<file path="config.mk">
export PLATFORM = sky130hd
export DESIGN_NAME = link_autoneg_resolver
export DESIGN_NICKNAME = d
export VERILOG_FILES = /design/src/rtl/lar_pkg.sv /design/src/rtl/link_autoneg_resolver.sv /design/src/rtl/lar_core.sv
export SDC_FILE = /design/constraint.sdc
export NUM_CORES = 1
export LEC_CHECK = 0
export BUFFER_PORTS_ARGS = -buffer_cell sky130_fd_sc_hd__buf_2
export CAP_MARGIN = 40
export CORE_MARGIN = 1
export CORE_UTILIZATION = 45
export CTS_CLUSTER_SIZE = 25
export DETAILED_ROUTE_END_ITERATION = 16
export GPL_ROUTABILITY_DRIVEN = 0
export GPL_TIMING_DRIVEN = 0
export PLACE_DENSITY = 0.87
export SYNTH_ARGS = -nofsm -noshare
export SYNTH_HDL_FRONTEND = slang
export SYNTH_SLANG_ARGS = --single-unit
</file>
<file path="constraint.sdc">
create_clock -name clk -period 3.35 [get_ports clk]
set_input_delay 0.67 -clock clk [delete_from_list [all_inputs] [get_ports clk]]
set_output_delay 0.67 -clock clk [all_outputs]
set_load 0.05 [all_outputs]
</file>
<file path="src/rtl/lar_pkg.sv">
// Package for the link autonegotiation resolver: types, codes and register masks.
`timescale 1ns / 1ps
package lar_pkg;

  localparam int unsigned LinkFailBitDefault = 4;

  localparam int unsigned AdvW   = 9;
  localparam int unsigned CfgIdxW = 1;

  // configuration register indexes
  localparam logic [CfgIdxW-1:0] REG_ADVERTISE  = 1'd0;
  localparam logic [CfgIdxW-1:0] REG_MEDIA_LOCK = 1'd1;

  localparam logic [AdvW-1:0] ADV_RESET = 9'h1E0;

  // port codes
  localparam logic [2:0] PORT_10HD  = 3'd0;
  localparam logic [2:0] PORT_100HD = 3'd3;
  localparam logic [2:0] PORT_10FD  = 3'd4;
  localparam logic [2:0] PORT_100FD = 3'd5;

  // rx/tx action codes
  localparam logic [1:0] RXTX_NONE    = 2'd0;
  localparam logic [1:0] RXTX_START   = 2'd1;
  localparam logic [1:0] RXTX_RESTART = 2'd2;

  localparam logic [2:0] NWAY_DONE = 3'b101;
  localparam logic [2:0] NWAY_KICK = 3'b001;

  localparam logic [31:0] AN_KEEP     = 32'hfff0_ee39;
  localparam logic [31:0] AN_ENABLES  = 32'h0000_1184;
  localparam logic [31:0] AN_OFF_MASK = 32'hffff_ff7f;
  localparam logic [31:0] AN_ADV_100FD = 32'h0002_0000;
  localparam logic [31:0] AN_ADV_100HD = 32'h0001_0000;
  localparam logic [31:0] AN_ADV_10HD  = 32'h0000_0040;
  localparam logic [31:0] MODE_KEEP   = 32'hfe3b_d1fd;
  localparam logic [31:0] MODE_NWAY   = 32'h0100_0000;
  localparam logic [31:0] MODE_100    = 32'h0184_0000;
  localparam logic [31:0] MODE_10     = 32'h0040_0000;
  localparam logic [31:0] MODE_FD     = 32'h0000_0200;
  localparam logic [31:0] PHY_KEEP    = 32'hffff_8fff;
  localparam logic [31:0] PHY_KICK    = 32'h0000_1000;
  localparam int unsigned ISR_LNKCHG_BIT = 27;

  localparam int unsigned InDataW  = 128;
  localparam int unsigned OutDataW = 112;

  typedef struct packed {
    logic        operation;
    logic [31:0] interrupt_status;
    logic [31:0] phy_status;
    logic [31:0] mode_readback;
    logic [31:0] autoneg_readback;
  } item_t;

  typedef struct packed {
    logic [AdvW-1:0] advertise_mask;
    logic            media_lock;
  } cfg_t;

  typedef struct packed {
    logic [2:0] port_sel;
    logic       negotiating;
    logic       resolved;
    logic       full_dup;
  } state_t;

  typedef struct packed {
    logic [2:0]  port_out;
    logic        duplex_out;
    logic        autoneg_write;
    logic [31:0] autoneg_value;
    logic        mode_write;
    logic [31:0] mode_value;
    logic        phy_write;
    logic [31:0] phy_value;
    logic        sia_reset_write;
    logic [1:0]  rxtx_action;
    logic        rearm_timer;
  } result_t;

endpackage

</file>
<file path="src/rtl/link_autoneg_resolver.sv">
// Top level: input stage, link state registers, decision logic and result register.
// An accepted word is held in the input stage, then moves to the result register.
// Throughput: one word per cycle while out_tready is high. Input stage and result
// register form a two-deep pipeline; one more word enters while a result waits.
// Reset (rst_n low, synchronous): link state cleared, advertise mask 0x1E0,
// media lock off, both pipeline stages emptied.
`timescale 1ns / 1ps
module link_autoneg_resolver #(
  parameter int unsigned LINK_FAIL_BIT = lar_pkg::LinkFailBitDefault
) (
  input  logic                            clk,
  input  logic                            rst_n,
  input  logic                            in_tvalid,
  output logic                            in_tready,
  // interrupt_status, phy_status, mode_readback, autoneg_readback
  input  logic [lar_pkg::InDataW-1:0]     in_tdata,
  // operation
  input  logic                            in_tuser,
  output logic                            out_tvalid,
  input  logic                            out_tready,
  // port_out, duplex_out, autoneg_write, autoneg_value, mode_write, mode_value,
  // phy_write, phy_value, sia_reset_write, rxtx_action, rearm_timer, zero pad
  output logic [lar_pkg::OutDataW-1:0]    out_tdata,
  input  logic                            cfg_we,
  input  logic [lar_pkg::CfgIdxW-1:0]     cfg_addr,
  input  logic [lar_pkg::AdvW-1:0]        cfg_wdata
);

  lar_pkg::item_t   item_r;
  lar_pkg::item_t   item_nxt;
  logic             s1_valid_r;
  logic             s1_adv;
  lar_pkg::cfg_t    cfg_r;
  lar_pkg::state_t  state_r;
  lar_pkg::state_t  state_nxt;
  lar_pkg::result_t res_nxt;
  lar_pkg::result_t out_r;
  logic             out_valid_r;

  assign item_nxt.operation        = in_tuser;
  assign item_nxt.interrupt_status = in_tdata[31:0];
  assign item_nxt.phy_status       = in_tdata[63:32];
  assign item_nxt.mode_readback    = in_tdata[95:64];
  assign item_nxt.autoneg_readback = in_tdata[127:96];

  assign s1_adv    = s1_valid_r && (!out_valid_r || out_tready);
  assign in_tready = !s1_valid_r || s1_adv;

  lar_core #(
    .LINK_FAIL_BIT(LINK_FAIL_BIT)
  ) u_core (
    .item  (item_r),
    .cfg   (cfg_r),
    .st    (state_r),
    .st_nxt(state_nxt),
    .res   (res_nxt)
  );

  always_ff @(posedge clk) begin
    if (!rst_n) begin
      cfg_r.advertise_mask <= lar_pkg::ADV_RESET;
      cfg_r.media_lock     <= 1'b0;
    end else if (cfg_we) begin
      case (cfg_addr)
        lar_pkg::REG_ADVERTISE:  cfg_r.advertise_mask <= cfg_wdata;
        lar_pkg::REG_MEDIA_LOCK: cfg_r.media_lock     <= cfg_wdata[0];
        default: ;
      endcase
    end
  end

  always_ff @(posedge clk) begin
    if (!rst_n) begin
      s1_valid_r  <= 1'b0;
      out_valid_r <= 1'b0;
      state_r     <= '0;
    end else begin
      if (in_tvalid && in_tready) begin
        s1_valid_r <= 1'b1;
      end else if (s1_adv) begin
        s1_valid_r <= 1'b0;
      end
      if (s1_adv) begin
        out_valid_r <= 1'b1;
        state_r     <= state_nxt;
      end else if (out_tready) begin
        out_valid_r <= 1'b0;
      end
    end
  end

  always_ff @(posedge clk) begin
    if (in_tvalid && in_tready) begin
      item_r <= item_nxt;
    end
    if (s1_adv) begin
      out_r <= res_nxt;
    end
  end

  assign out_tvalid = out_valid_r;
  assign out_tdata  = {5'd0, out_r.rearm_timer, out_r.rxtx_action, out_r.sia_reset_write,
                       out_r.phy_value, out_r.phy_write, out_r.mode_value, out_r.mode_write,
                       out_r.autoneg_value, out_r.autoneg_write, out_r.duplex_out,
                       out_r.port_out};

  // link state holds a defined port code at all times
  a_port_code: assert property (@(posedge clk) disable iff (!rst_n)
    (state_r.port_sel == lar_pkg::PORT_10HD) || (state_r.port_sel == lar_pkg::PORT_100HD) ||
    (state_r.port_sel == lar_pkg::PORT_10FD) || (state_r.port_sel == lar_pkg::PORT_100FD))
    else $error("port_sel holds an undefined code");

  // state moves only when a word passes into the result register
  a_state_hold: assert property (@(posedge clk) disable iff (!rst_n)
    !s1_adv |=> $stable(state_r))
    else $error("link state changed without a word");

  // a negotiation kick always carries state 001 in the PHY write
  a_kick_value: assert property (@(posedge clk) disable iff (!rst_n)
    out_valid_r && out_r.phy_write |-> out_r.phy_value[14:12] == lar_pkg::NWAY_KICK)
    else $error("PHY kick value malformed");

  // timer rearm only comes with a full restart
  a_rearm_restart: assert property (@(posedge clk) disable iff (!rst_n)
    out_valid_r && out_r.rearm_timer |-> out_r.phy_write && out_r.autoneg_write &&
    out_r.mode_write && (out_r.rxtx_action == lar_pkg::RXTX_NONE))
    else $error("timer rearm without restart");

  // both stages full and output stalled: input side must stall
  a_backpressure: assert property (@(posedge clk) disable iff (!rst_n)
    s1_valid_r && out_valid_r && !out_tready |-> !in_tready)
    else $error("input accepted into a full pipeline");

endmodule

</file>
<file path="src/rtl/lar_core.sv">
// Decision logic: next link state and register writes for one event word.
`timescale 1ns / 1ps
module lar_core #(
  parameter int unsigned LINK_FAIL_BIT = lar_pkg::LinkFailBitDefault
) (
  input  lar_pkg::item_t   item,
  input  lar_pkg::cfg_t    cfg,
  input  lar_pkg::state_t  st,
  output lar_pkg::state_t  st_nxt,
  output lar_pkg::result_t res
);

  logic [3:0]  common;
  logic        port_ok;
  logic        port_100;
  logic        restart;
  logic        beat_fail;
  logic        begin_neg;
  logic        fall_back;
  logic        rearm;
  logic [31:0] an_begin;
  logic [31:0] md_begin;
  logic [31:0] md_resolve;
  logic [31:0] isr;
  logic [31:0] phy;

  assign isr = item.interrupt_status;
  assign phy = item.phy_status;

  // partner abilities aligned with advertise bits 8:5
  assign common = phy[24:21] & cfg.advertise_mask[8:5];

  assign port_100 = (st.port_sel == lar_pkg::PORT_100HD) ||
                    (st.port_sel == lar_pkg::PORT_100FD);
  assign port_ok  = port_100 || (st.port_sel == lar_pkg::PORT_10HD) ||
                    (st.port_sel == lar_pkg::PORT_10FD);

  assign restart = (st.resolved && isr[lar_pkg::ISR_LNKCHG_BIT] && port_100 && phy[1]) ||
                   (st.negotiating && isr[LINK_FAIL_BIT]);
  assign beat_fail = port_100 ? phy[1] : phy[2];

  assign an_begin = (item.autoneg_readback & lar_pkg::AN_KEEP) | lar_pkg::AN_ENABLES |
                    (cfg.advertise_mask[8] ? lar_pkg::AN_ADV_100FD : 32'd0) |
                    (cfg.advertise_mask[7] ? lar_pkg::AN_ADV_100HD : 32'd0) |
                    (cfg.advertise_mask[5] ? lar_pkg::AN_ADV_10HD  : 32'd0);
  assign md_begin = (item.mode_readback & lar_pkg::MODE_KEEP) | lar_pkg::MODE_NWAY |
                    (cfg.advertise_mask[6] ? lar_pkg::MODE_FD : 32'd0);

  always_comb begin
    st_nxt     = st;
    res        = '0;
    begin_neg  = 1'b0;
    fall_back  = 1'b0;
    rearm      = 1'b0;
    md_resolve = '0;
    if (!item.operation) begin
      begin_neg = 1'b1;
    end else if (st.negotiating && !st.resolved) begin
      if (phy[14:12] == lar_pkg::NWAY_DONE) begin
        st_nxt.resolved = 1'b1;
        if (common[3]) begin
          st_nxt.port_sel = lar_pkg::PORT_100FD;
        end else if (common[2]) begin
          st_nxt.port_sel = lar_pkg::PORT_100HD;
        end else if (common[1]) begin
          st_nxt.port_sel = lar_pkg::PORT_10FD;
        end else if (common[0]) begin
          st_nxt.port_sel = lar_pkg::PORT_10HD;
        end else begin
          // no common ability: stay unresolved
          st_nxt.resolved = 1'b0;
          if (!phy[1] && (|cfg.advertise_mask[8:7])) begin
            st_nxt.port_sel = lar_pkg::PORT_100HD;
          end
        end
        st_nxt.full_dup = (st_nxt.port_sel == lar_pkg::PORT_10FD) ||
                          (st_nxt.port_sel == lar_pkg::PORT_100FD);
        md_resolve = (item.mode_readback & lar_pkg::MODE_KEEP) |
                     (st_nxt.port_sel[0] ? lar_pkg::MODE_100 : lar_pkg::MODE_10) |
                     (st_nxt.full_dup ? lar_pkg::MODE_FD : 32'd0);
        res.autoneg_write   = 1'b1;
        res.autoneg_value   = item.autoneg_readback & lar_pkg::AN_OFF_MASK;
        res.mode_write      = 1'b1;
        res.mode_value      = md_resolve;
        res.sia_reset_write = 1'b1;
        res.rxtx_action     = lar_pkg::RXTX_START;
      end else begin
        st_nxt.port_sel    = lar_pkg::PORT_10HD;
        st_nxt.negotiating = 1'b0;
        st_nxt.resolved    = 1'b1;
        fall_back          = 1'b1;
      end
    end else if (restart) begin
      begin_neg = 1'b1;
      rearm     = 1'b1;
    end else if (port_ok) begin
      st_nxt.negotiating = 1'b0;
      st_nxt.resolved    = 1'b1;
      if (beat_fail && !cfg.media_lock) begin
        begin_neg = 1'b1;
        rearm     = 1'b1;
      end
    end else begin
      // undefined port code
      st_nxt.port_sel = lar_pkg::PORT_10HD;
      fall_back       = 1'b1;
    end

    if (begin_neg) begin
      st_nxt.port_sel    = lar_pkg::PORT_10HD;
      st_nxt.negotiating = 1'b1;
      st_nxt.resolved    = 1'b0;
      res.autoneg_write  = 1'b1;
      res.autoneg_value  = an_begin;
      res.mode_write     = 1'b1;
      res.mode_value     = md_begin;
      res.phy_write      = 1'b1;
      res.phy_value      = (phy & lar_pkg::PHY_KEEP) | lar_pkg::PHY_KICK;
    end
    if (fall_back) begin
      res.autoneg_write = 1'b1;
      res.autoneg_value = item.autoneg_readback & lar_pkg::AN_OFF_MASK;
      res.mode_write    = 1'b1;
      res.mode_value    = (item.mode_readback & lar_pkg::MODE_KEEP) | lar_pkg::MODE_10;
      res.rxtx_action   = lar_pkg::RXTX_RESTART;
    end
    res.rearm_timer = rearm;
    res.port_out    = st_nxt.port_sel;
    res.duplex_out  = st_nxt.full_dup;
  end

endmodule

</file>
Word level (Yosys, flattened, before mapping):

Index checks and enable logic that the tools add are counted.

* flip-flop bits (word level): 250
* input port bits: 144
* word-level logic and storage cells: 132

* eq/ne operators: 8
* reductions and logical operators: 34
* multiplexer cells: 52
* bitwise operators: 10

Operator list (number)
* 66-bit two-way mux: 3
* 32-bit bitwise OR: 6
* 98-bit two-way mux: 1
* 65-bit two-way mux: 1
* 3-bit two-way mux: 11
* 25-bit two-way mux: 1
* 1-bit two-way mux: 23
* 10-bit two-way mux: 2
* 18-bit two-way mux: 1
* 17-bit two-way mux: 1
* 3-bit equality test, second input constant: 5
* 5-bit two-way mux: 3
* 1-bit logical AND: 9
* 1-bit logical OR: 7
* 7-bit two-way mux: 1
* 2-bit two-way mux: 3
* 6-bit two-way mux: 1
* 2-bit AND reduction: 3
* 2-bit nonzero test: 3
* 1-bit zero test: 5
* 5-bit AND reduction: 1
* 4-bit AND: 1
* 4-bit AND reduction: 1
* 2-bit OR reduction: 2
* 7 further kinds: 9

Longest topological paths before layout:

Gate-level depths: netlist of run 1.

* word-level depth: 19
* depth in mapped cells: 7
* gate-level depth less buffers: 6

Cells and area by module:

Synthesis of run 1 repeated with hierarchy kept, for this count alone.

* cell total of the unflattened synthesis: 500
* area total of the unflattened synthesis: 8982.4 um^2

By module, submodules not included
* link_autoneg_resolver: cells each 323, area each 7833.8 um^2, times used 1
* lar_core: cells each 177, area each 1148.6 um^2, times used 1

Worst setup path before layout of run 1:

OpenSTA, ideal clock, no wires.

* path type: input to register
* start point: input out_tready
* end point: register item_r[0] (netlist bit), enable pin
* buffers on the path: 0
* stages on the path: 3
* arrival time: 3.244 ns
* setup time: 0.457 ns
* slack: -0.351 ns
* cell sequence: nor2b_1 -> nand2_1 -> and2_1

* cells in the longest elaborated chain, start to end: 4

RTL lines
* start: declaration: RTL line link_autoneg_resolver.sv:20 `input logic out_tready,`
* 1-bit logical OR: RTL line link_autoneg_resolver.sv:46 `assign s1_adv = s1_valid_r && (!out_valid_r || out_tready);`
* 1-bit logical AND: RTL line link_autoneg_resolver.sv:46
* 1-bit logical OR: RTL line link_autoneg_resolver.sv:47 `assign in_tready = !s1_valid_r || s1_adv;`
* named net in_tready: RTL line link_autoneg_resolver.sv:14 `output logic in_tready,`
* 1-bit logical AND: RTL line link_autoneg_resolver.sv:93 `if (in_tvalid && in_tready) begin`
* end signal: assignment: RTL line link_autoneg_resolver.sv:94 `item_r <= item_nxt;`
* end: declaration: RTL line link_autoneg_resolver.sv:29 `lar_pkg::item_t item_r;`

The timed path passes the listed nets, and every way through them passes these cells.
A chain may end at the register's enable or synchronous reset.

Worst setup path after layout of run 1:

* start point: register out_valid_r, in the netlist out_tvalid
* end point: register state_r[2] (netlist bit)

* cells in the longest elaborated chain, start to end: 4

RTL lines
* start: declaration: RTL line link_autoneg_resolver.sv:38 `logic out_valid_r;`
* start signal: assignment: RTL line link_autoneg_resolver.sv:75 `out_valid_r <= 1'b0;`
* start signal: assignment: RTL line link_autoneg_resolver.sv:84 `out_valid_r <= 1'b1;`
* start signal: assignment: RTL line link_autoneg_resolver.sv:87 `out_valid_r <= 1'b0;`
* 1-bit zero test: RTL line link_autoneg_resolver.sv:46
* 1-bit logical OR: RTL line link_autoneg_resolver.sv:46
* 1-bit logical AND: RTL line link_autoneg_resolver.sv:46
* named net s1_adv: RTL line link_autoneg_resolver.sv:32 `logic s1_adv;`
* 5-bit AND reduction (no source line)
* end signal: assignment: RTL line link_autoneg_resolver.sv:85 `state_r <= state_nxt;`
* end: declaration: RTL line link_autoneg_resolver.sv:34 `lar_pkg::state_t state_r;`

The timed path passes the listed nets, and every way through them passes these cells.

==> metrics list, run 1 <==
* Drc violations: 0
* Number of warnings issued by yosys: 0
- The final-report hold violation count came to 0.
- Number of cells after detailed placement: 848
* Initial antenna violation count: 1
* Worst vdd ir: ~0.00035 V
- TritonCTS built the clock tree.
- Initial core utilization: 45.83%
- Boundary pin count: 258
- Final non-filler cell total: slightly below 900
- Number of synthesized flops with an enable pin: 187
* Cell-by-cell listing of the critical path: nor2b_1 > nand2b_1 > clkinvlp_4 > buf_12 > a41o_1
- For this run the aggregate overflow at the end of global routing stands at 0.
- Total CTS buffers: 17
- Average instance area after synthesis: 17.36 µm²
- In this run the cell area of the synthesized design comes to between 7000 and 8000 µm².
* Final WL: 13.27 mm
- Of all flip-flops after synthesis, the portion carrying an async set or reset was 0%.
- Synth area leader: sky130_fd_sc_hd__edfxtp_1
- Max Fanout on Critical Path: 41
- Dpl ws: 0.4699 ns
* Core area: roughly 16,000 µm²
- Data on the critical path arrives at its endpoint at between 2 and 3 ns.
- For this run, the slowest stage of the critical path takes 0.64 ns.
- Synthesis handed over a netlist of ~420 instances.
- Share of final-layout standard cells stronger than drive strength 1: 40.66%
* Register bit total from synthesis: 200
- Number of port buffers: 201
- The top cell type by area accounts for 77.41% of the synthesized area.
* DR vias: 4,066
- Setup violations remaining at the end of the flow were counted as 0.
- Post-route worst setup slack: between 0.9 and 1 ns
* Source-to-sink clock delay at the later pin of the worst-skew pair: between 0.4 and 0.5 ns
- In the routed layout, each cell is associated on average with a via count of 4.615.
* Main flop type after synthesis: sky130_fd_sc_hd__edfxtp_1
* Power Dens Cells: 602.8 nW/µm²
- The worst setup path is captured at a flop.
* Cell at the root of the clock tree: sky130_fd_sc_hd__clkbuf_16
- The tightest hold path in the finished design has a slack of 0.4111 ns.
* Sequential cell area: 5876 µm²
- Worst Skew: 0.009940 ns
- Buffers added to address setup during post-CTS repair amount to 0.
- Master of the slowest instance on the critical path: sky130_fd_sc_hd__clkinvlp_4
* Largest net degree at the start of global routing: 47
- Height of the die: 129.0 µm
- Before antenna repair, the detailed router went through 4 iterations.
- After clock tree synthesis, the repair step resized 0 gates.
- Die span in x: about 130 µm
- The via count of the first global-routing pass is about 3,900.
- Clock-pin slew was measured on the worst setup and hold paths at 0.07 ns.
* Crit start category: flop
* Critical path type: reg2reg
- For the pin with the worst max-slew slack, the measured transition is roughly 0.67 ns.
- In the final layout, the multi-input gates occupy 1204 µm².
- Count of antenna-violating nets left after detailed routing: 0
- The H-tree was split into 4 levels.
* Number of violations of the max-capacitance limit: 0
* Total Nets Final: about 800
- Leading post-synthesis cells by cell area: sky130_fd_sc_hd__edfxtp_1, sky130_fd_sc_hd__nor2b_1, sky130_fd_sc_hd__dfxtp_1
* Library cells used by synthesis: 44
* Number of rows in the core area: 46
* Filler cell count in the final layout: 1,204
- Pleak: 3.665 nW
- Wirelength per Cell: about 15 µm
- Detailed router's first-iteration violation count: 255
* P&R area growth vs syn: 27.34%
- Worst slew margin: 55.53%
* Total global routing track utilization: 16.57%
* Leading cell type by number of instances after synthesis: sky130_fd_sc_hd__edfxtp_1
- Setup repair after global routing missed its margin: false
- After synthesis, the most frequently instantiated cells are sky130_fd_sc_hd__edfxtp_1, sky130_fd_sc_hd__nor2b_1, sky130_fd_sc_hd__and2_1.
- The max-slew violation count was 0.
- Number of sinks driven by the clock tree: 200
- The smallest clock period supported by the final layout is computed as 2.357 ns.
- Summed over all nets, the half-perimeter wirelength after detailed placement is approximately 9.6 mm.
- For this design, the CTS-stage hold fixing added 0 buffers.
* Result of the run: finished, final reports clean
- Maximum count of clock buffers along a single path: 2
- Required time at the endpoint of the critical path: between 3 and 4 ns
- Global-route wire length before repair: 19.70 mm
- The tightest min-delay check is of the in2reg type.
- For this run, the register share of the synthesized area comes to 80.99%.
- Sum of internal, switching and leakage power: 5.568 mW
- Summed over all failing endpoints, the final setup total negative slack is 0 ns.
* Die footprint: ~17,000 µm²
- Peak Freq: 424.3 MHz
- After layout, the worst path uses roughly 70% of the clock period.
==> critical path, delay by kind of cell (launching register included) <==
kind            cells  cell delay (ns)
flops               1             0.34
simple gates        2             0.60
compound gates      1             0.25
buf+inv             2             1.06
==> layout make-up <==
type                       instances  area share (%)
multi-input combinational        193           13.03
clock buffer                      18           4.646
inverter                           6          0.2844
tap                              216           2.926
antenna                            1         0.02709
buffer                            29           2.086
timing repair buffer             204           11.62
sequential                       200           63.61
clock inverter                    14           1.774
==> placed cells by master, fill, tap and decap left out, types with 4 or more instances in the layout <==
master,count
sky130_fd_sc_hd__dfxtp_1,13
sky130_fd_sc_hd__conb_1,11
sky130_fd_sc_hd__nor2_1,5
sky130_fd_sc_hd__inv_6,5
sky130_fd_sc_hd__nand2_1,24
sky130_fd_sc_hd__inv_1,5
sky130_fd_sc_hd__mux2i_1,4
sky130_fd_sc_hd__buf_4,18
sky130_fd_sc_hd__nand3_1,5
sky130_fd_sc_hd__edfxtp_1,187
sky130_fd_sc_hd__buf_2,208
sky130_fd_sc_hd__nor2b_1,48
sky130_fd_sc_hd__and2_1,35
sky130_fd_sc_hd__a22o_1,4
sky130_fd_sc_hd__a21o_1,7
sky130_fd_sc_hd__clkbuf_1,4
sky130_fd_sc_hd__a21oi_1,9
sky130_fd_sc_hd__nand2b_1,6
sky130_fd_sc_hd__clkbuf_16,17
==> per-stage QoR <==
stage / cell area, µm² / utilization [%]
6_report: 9238 / 58.36
3_5_place_dp: 8642 / 54.60
3_3_place_gp: 8573 / 54.17
2_1_floorplan: 7297 / -
5_1_grt: 9235 / 58.35
4_1_cts: 9235 / 58.35
==> where the power goes <==
| group | switching [mW] | leakage, nW | internal [mW] |
|---|---|---|---|
| Clock | 0.919 | 0.286 | 1.12 |
| Sequential | 0.0380 | 1.90 | 2.89 |
| Combinational | 0.424 | 1.48 | 0.171 |
| Total | 1.38 | 3.66 | 4.19 |
==> layer usage <==
| metal | part of all wire [%] | global-route usage (%) |
|---|---|---|
| met5 | 0 | 0 |
| met4 | 1.2 | 7.958 |
| met3 | 7.7 | 6.486 |
| met2 | 51 | 27.76 |
| met1 | 40 | 18.57 |
==> registers in the layout, summed over array words and instances (netlist names) <==
register    count
cfg_r           5
item_r         89
out_tdata      98
out_tvalid      1
s1_valid_r      1
state_r         6
==> worst paths after layout <==
kind              cells after the start               startpoint  slack [ns]                       to
setup / recovery                      5  out_tvalid$_SDFFE_PN0P_        0.99  state_r[2]$_SDFFE_PN0P_
setup reg to reg                      5  out_tvalid$_SDFFE_PN0P_        0.99  state_r[2]$_SDFFE_PN0P_
hold reg to reg                       2    cfg_r[0]$_SDFFE_PN0P_        0.51    cfg_r[0]$_SDFFE_PN0P_
hold / removal                        1            in_tdata[101]        0.41      item_r[5]$_DFFE_PP_
==> cells by family (layout without fill, tap and decap cells) <==
| group | after synthesis | count (layout) | synth area share, % |
|---|---|---|---|
| AOI/OAI and AO/OA | 44 | 44 | 4.588 |
| xor gates and xnor gates | 2 | 2 | 0.3450 |
| buffers and inverters | 35 | 271 | 2.966 |
| DFF | 200 | 200 | 80.99 |
| and+or+nand+nor | 131 | 131 | 10.35 |
| other | 1 | 12 | 0.05169 |
| muxes | 5 | 5 | 0.7072 |
No activity file was read; power rests on OpenSTA's default activity.
==> run 2: changes to the inputs <==
CORE_UTILIZATION = 49   (was 45)
PLACE_DENSITY = 0.9   (was 0.87)
clock period = 2.38 ns   (was 3.35 ns; I/O delays follow)
==> run 2 against run 1 <==
- worst setup slack worse by 0.72 ns
- design area down 1.1%
- sequential share of layout area up 0.77 points
- final cell count down 4.0%
- clock skew down 0.0039 ns
- via count up 3.6%
==> metrics list, run 2 (synthesis gave the netlist of run 1 again) <==
* Largest net degree at the start of global routing: 50
- Post-CTS repair changed the size of 0 cells.
* Maximum count of clock buffers along a single path: 2
* CTS tree: done
* Worst slew margin: 52.74%
- The total overflow left after global routing is 0.
- Count of TritonRoute iterations in the first routing pass: 4
- For this design, the slowest cell found on the critical path is sky130_fd_sc_hd__dfxtp_1.
- After layout, the minimum clock period comes to 2.104 ns.
- Cell at the root of the clock tree: sky130_fd_sc_hd__clkbuf_16
- H-tree levels: 4
- Max-slew violation total from the final report: 0
- The analysis attributes to cell leakage a power of 3.626 nW.
* Multi-input logic area: 1219 µm²
- Boundary pin count: 258
* P&R area growth vs syn: 25.89%
* Required time at the endpoint of the critical path: between 2 and 3 ns
- The worst hold path belongs to the class in2reg.
- Category of cells accounting for the largest share of critical-path delay: flip-flops
* Max reg flops: 98
- Die span in x: 123.7 µm
- The first global-routing pass estimated 20.51 mm of wire.
- Total Nets Final: 795
- After routing the design area is between 9000 and 10,000 µm².
- Count of antenna-violating nets left after detailed routing: 0
- The flow ran to the end, and the final reports show no timing, DRC or antenna violations.
* Drc violations: 0
* Critical path type: reg2reg
* Clock transition time at the flip-flop clock pins of the worst setup and hold paths: around 0.06 ns
* Final WL: 13.92 mm
* Setup repair after global routing missed its margin: false
* Power Dens Cells: between 800 and 900 nW/µm²
* Initial antenna violation count: 3
- Setup violations remaining at the end of the flow were counted as 0.
- Number of rows in the core area: 44
- Most common cell after layout, fill and taps aside: sky130_fd_sc_hd__buf_2
* CTS Hold Bufs: 0
* Number of violations of the max-capacitance limit: 0
- Buffering stage count on the worst path with inverters included: 2
- Counting stages on the worst path, the most repeated cell is sky130_fd_sc_hd__buf_4.
* Initial core utilization: 50.10%
- After detailed routing, the average wire length per cell comes to 16.45 µm.
- Input and output buffers added on the ports amount to 201.
- Crit share post-route: 88.39%
- The via count of the first global-routing pass is 4,181.
- Height of the die: 123.7 µm
- Setup Buffers After CTS: 0
- Total global routing track utilization: 18.59%
- Transition time at the pin with the least slew margin: 0.7075 ns
- Core area: 14,480 µm²
* Source-to-sink clock delay at the later pin of the worst-skew pair: between 0.4 and 0.5 ns
- The final route contains 4,211 vias.
- Detailed router's first-iteration violation count: between 300 and 400
- Critical Path Max Stage Delay: 0.49 ns
* Share of final-layout standard cells stronger than drive strength 1: 40.24%
* Estimated wirelength of the detail-placed design: approximately 10 mm
- After detailed routing, the number of vias per cell comes to 4.978.
* Cell-by-cell listing of the critical path: mux2_2 > a2111oi_4 > buf_4 > buf_4 > nor2b_1
- The die covers approximately 15,000 µm².
- Data arrives at the worst endpoint at between 2 and 2.5 ns.
* Worst Skew: 0.006076 ns
- Worst vdd ir: 0.0004757 V
* Kind of end point of the critical path: flop
- Leading cell types in the layout, fill and taps excluded: sky130_fd_sc_hd__buf_2, sky130_fd_sc_hd__edfxtp_1, sky130_fd_sc_hd__nor2b_1, sky130_fd_sc_hd__and2_1, sky130_fd_sc_hd__nand2_1
* Crit start category: flop
* Endpoints failing hold: 0
- Sequential cell area: 5879 µm²
- The placed instances occupy a cell area of approximately 8600 µm².
- Number of sinks driven by the clock tree: 200
- Max Fanout on Critical Path: 10
- Total CTS buffers: 17
- Filler cell count in the final layout: 1,032
- Sum of internal, switching and leakage power: 7.545 mW
* Peak Freq: 475.4 MHz
[run 2: metrics by stage]
stage | cells | TNS (ns) | util, % | hold WS, ns | setup slack [ns]
finish | 846 | 0 | 63.07 | 0.2261 | 0.2764
global route | 846 | 0 | 63.07 | 0.2039 | 0.1454
CTS | 845 | 0 | 63.06 | 0.2106 | 0.2616
detailed placement | 816 | 0 | 59.49 | 0.5034 | 0.08219
global placement | 813 | -101.11 | 59.07 | 0.4857 | -0.9888
floorplan | 428 | -27.84 | - | 0.4570 | -0.3018
[run 2: per-layer routing]
metal	wire length [µm]	up-vias	track usage (%)
li1	-	1971	-
met5	27	-	0
met2	7037	198	30.87
met3	1257	26	7.005
met4	312	4	9.337
met1	5284	2012	20.97
[run 2: final cells by class]
| class | count | share of cell area (%) |
|---|---|---|
| sequential | 200 | 64.38 |
| multi-input combinational | 193 | 13.34 |
| timing repair buffer | 204 | 11.67 |
| clock buffer | 19 | 4.740 |
| tap | 184 | 2.521 |
| buffer | 29 | 2.110 |
| clock inverter | 10 | 0.9179 |
| inverter | 6 | 0.2877 |
| antenna | 1 | 0.02740 |
[run 2: power breakdown]
group	switching (mW)	leakage [nW]	internal [mW]	total (mW)
registers	0.0605	1.90	4.08	4.14
clock network	1.15	0.247	1.41	2.56
logic	0.604	1.48	0.241	0.845
total	1.82	3.63	5.73	7.54
[run 2: final timing paths]
| path | slack, ns | depth (start not counted) | from | to |
|---|---|---|---|---|
| min reg2reg | 0.52 | 1 | item_r[83]$_DFFE_PP_ | out_tdata[90]$_SDFFCE_PN0P_ |
| max reg2reg | 0.28 | 5 | state_r[3]$_SDFFE_PN0P_ | out_tdata[19]$_DFFE_PP_ |
| min | 0.23 | 1 | in_tdata[92] | item_r[60]$_DFFE_PP_ |
| max | 0.28 | 5 | state_r[3]$_SDFFE_PN0P_ | out_tdata[19]$_DFFE_PP_ |
[run 2: worst register-to-register path, delay by kind of cell (launching register included)]
family | cells | cell delay [ns]
buffers and inverters | 2 | 0.46
DFF | 1 | 0.49
muxes | 1 | 0.41
AOI/OAI and AO/OA | 1 | 0.43
and+or+nand+nor | 1 | 0.07
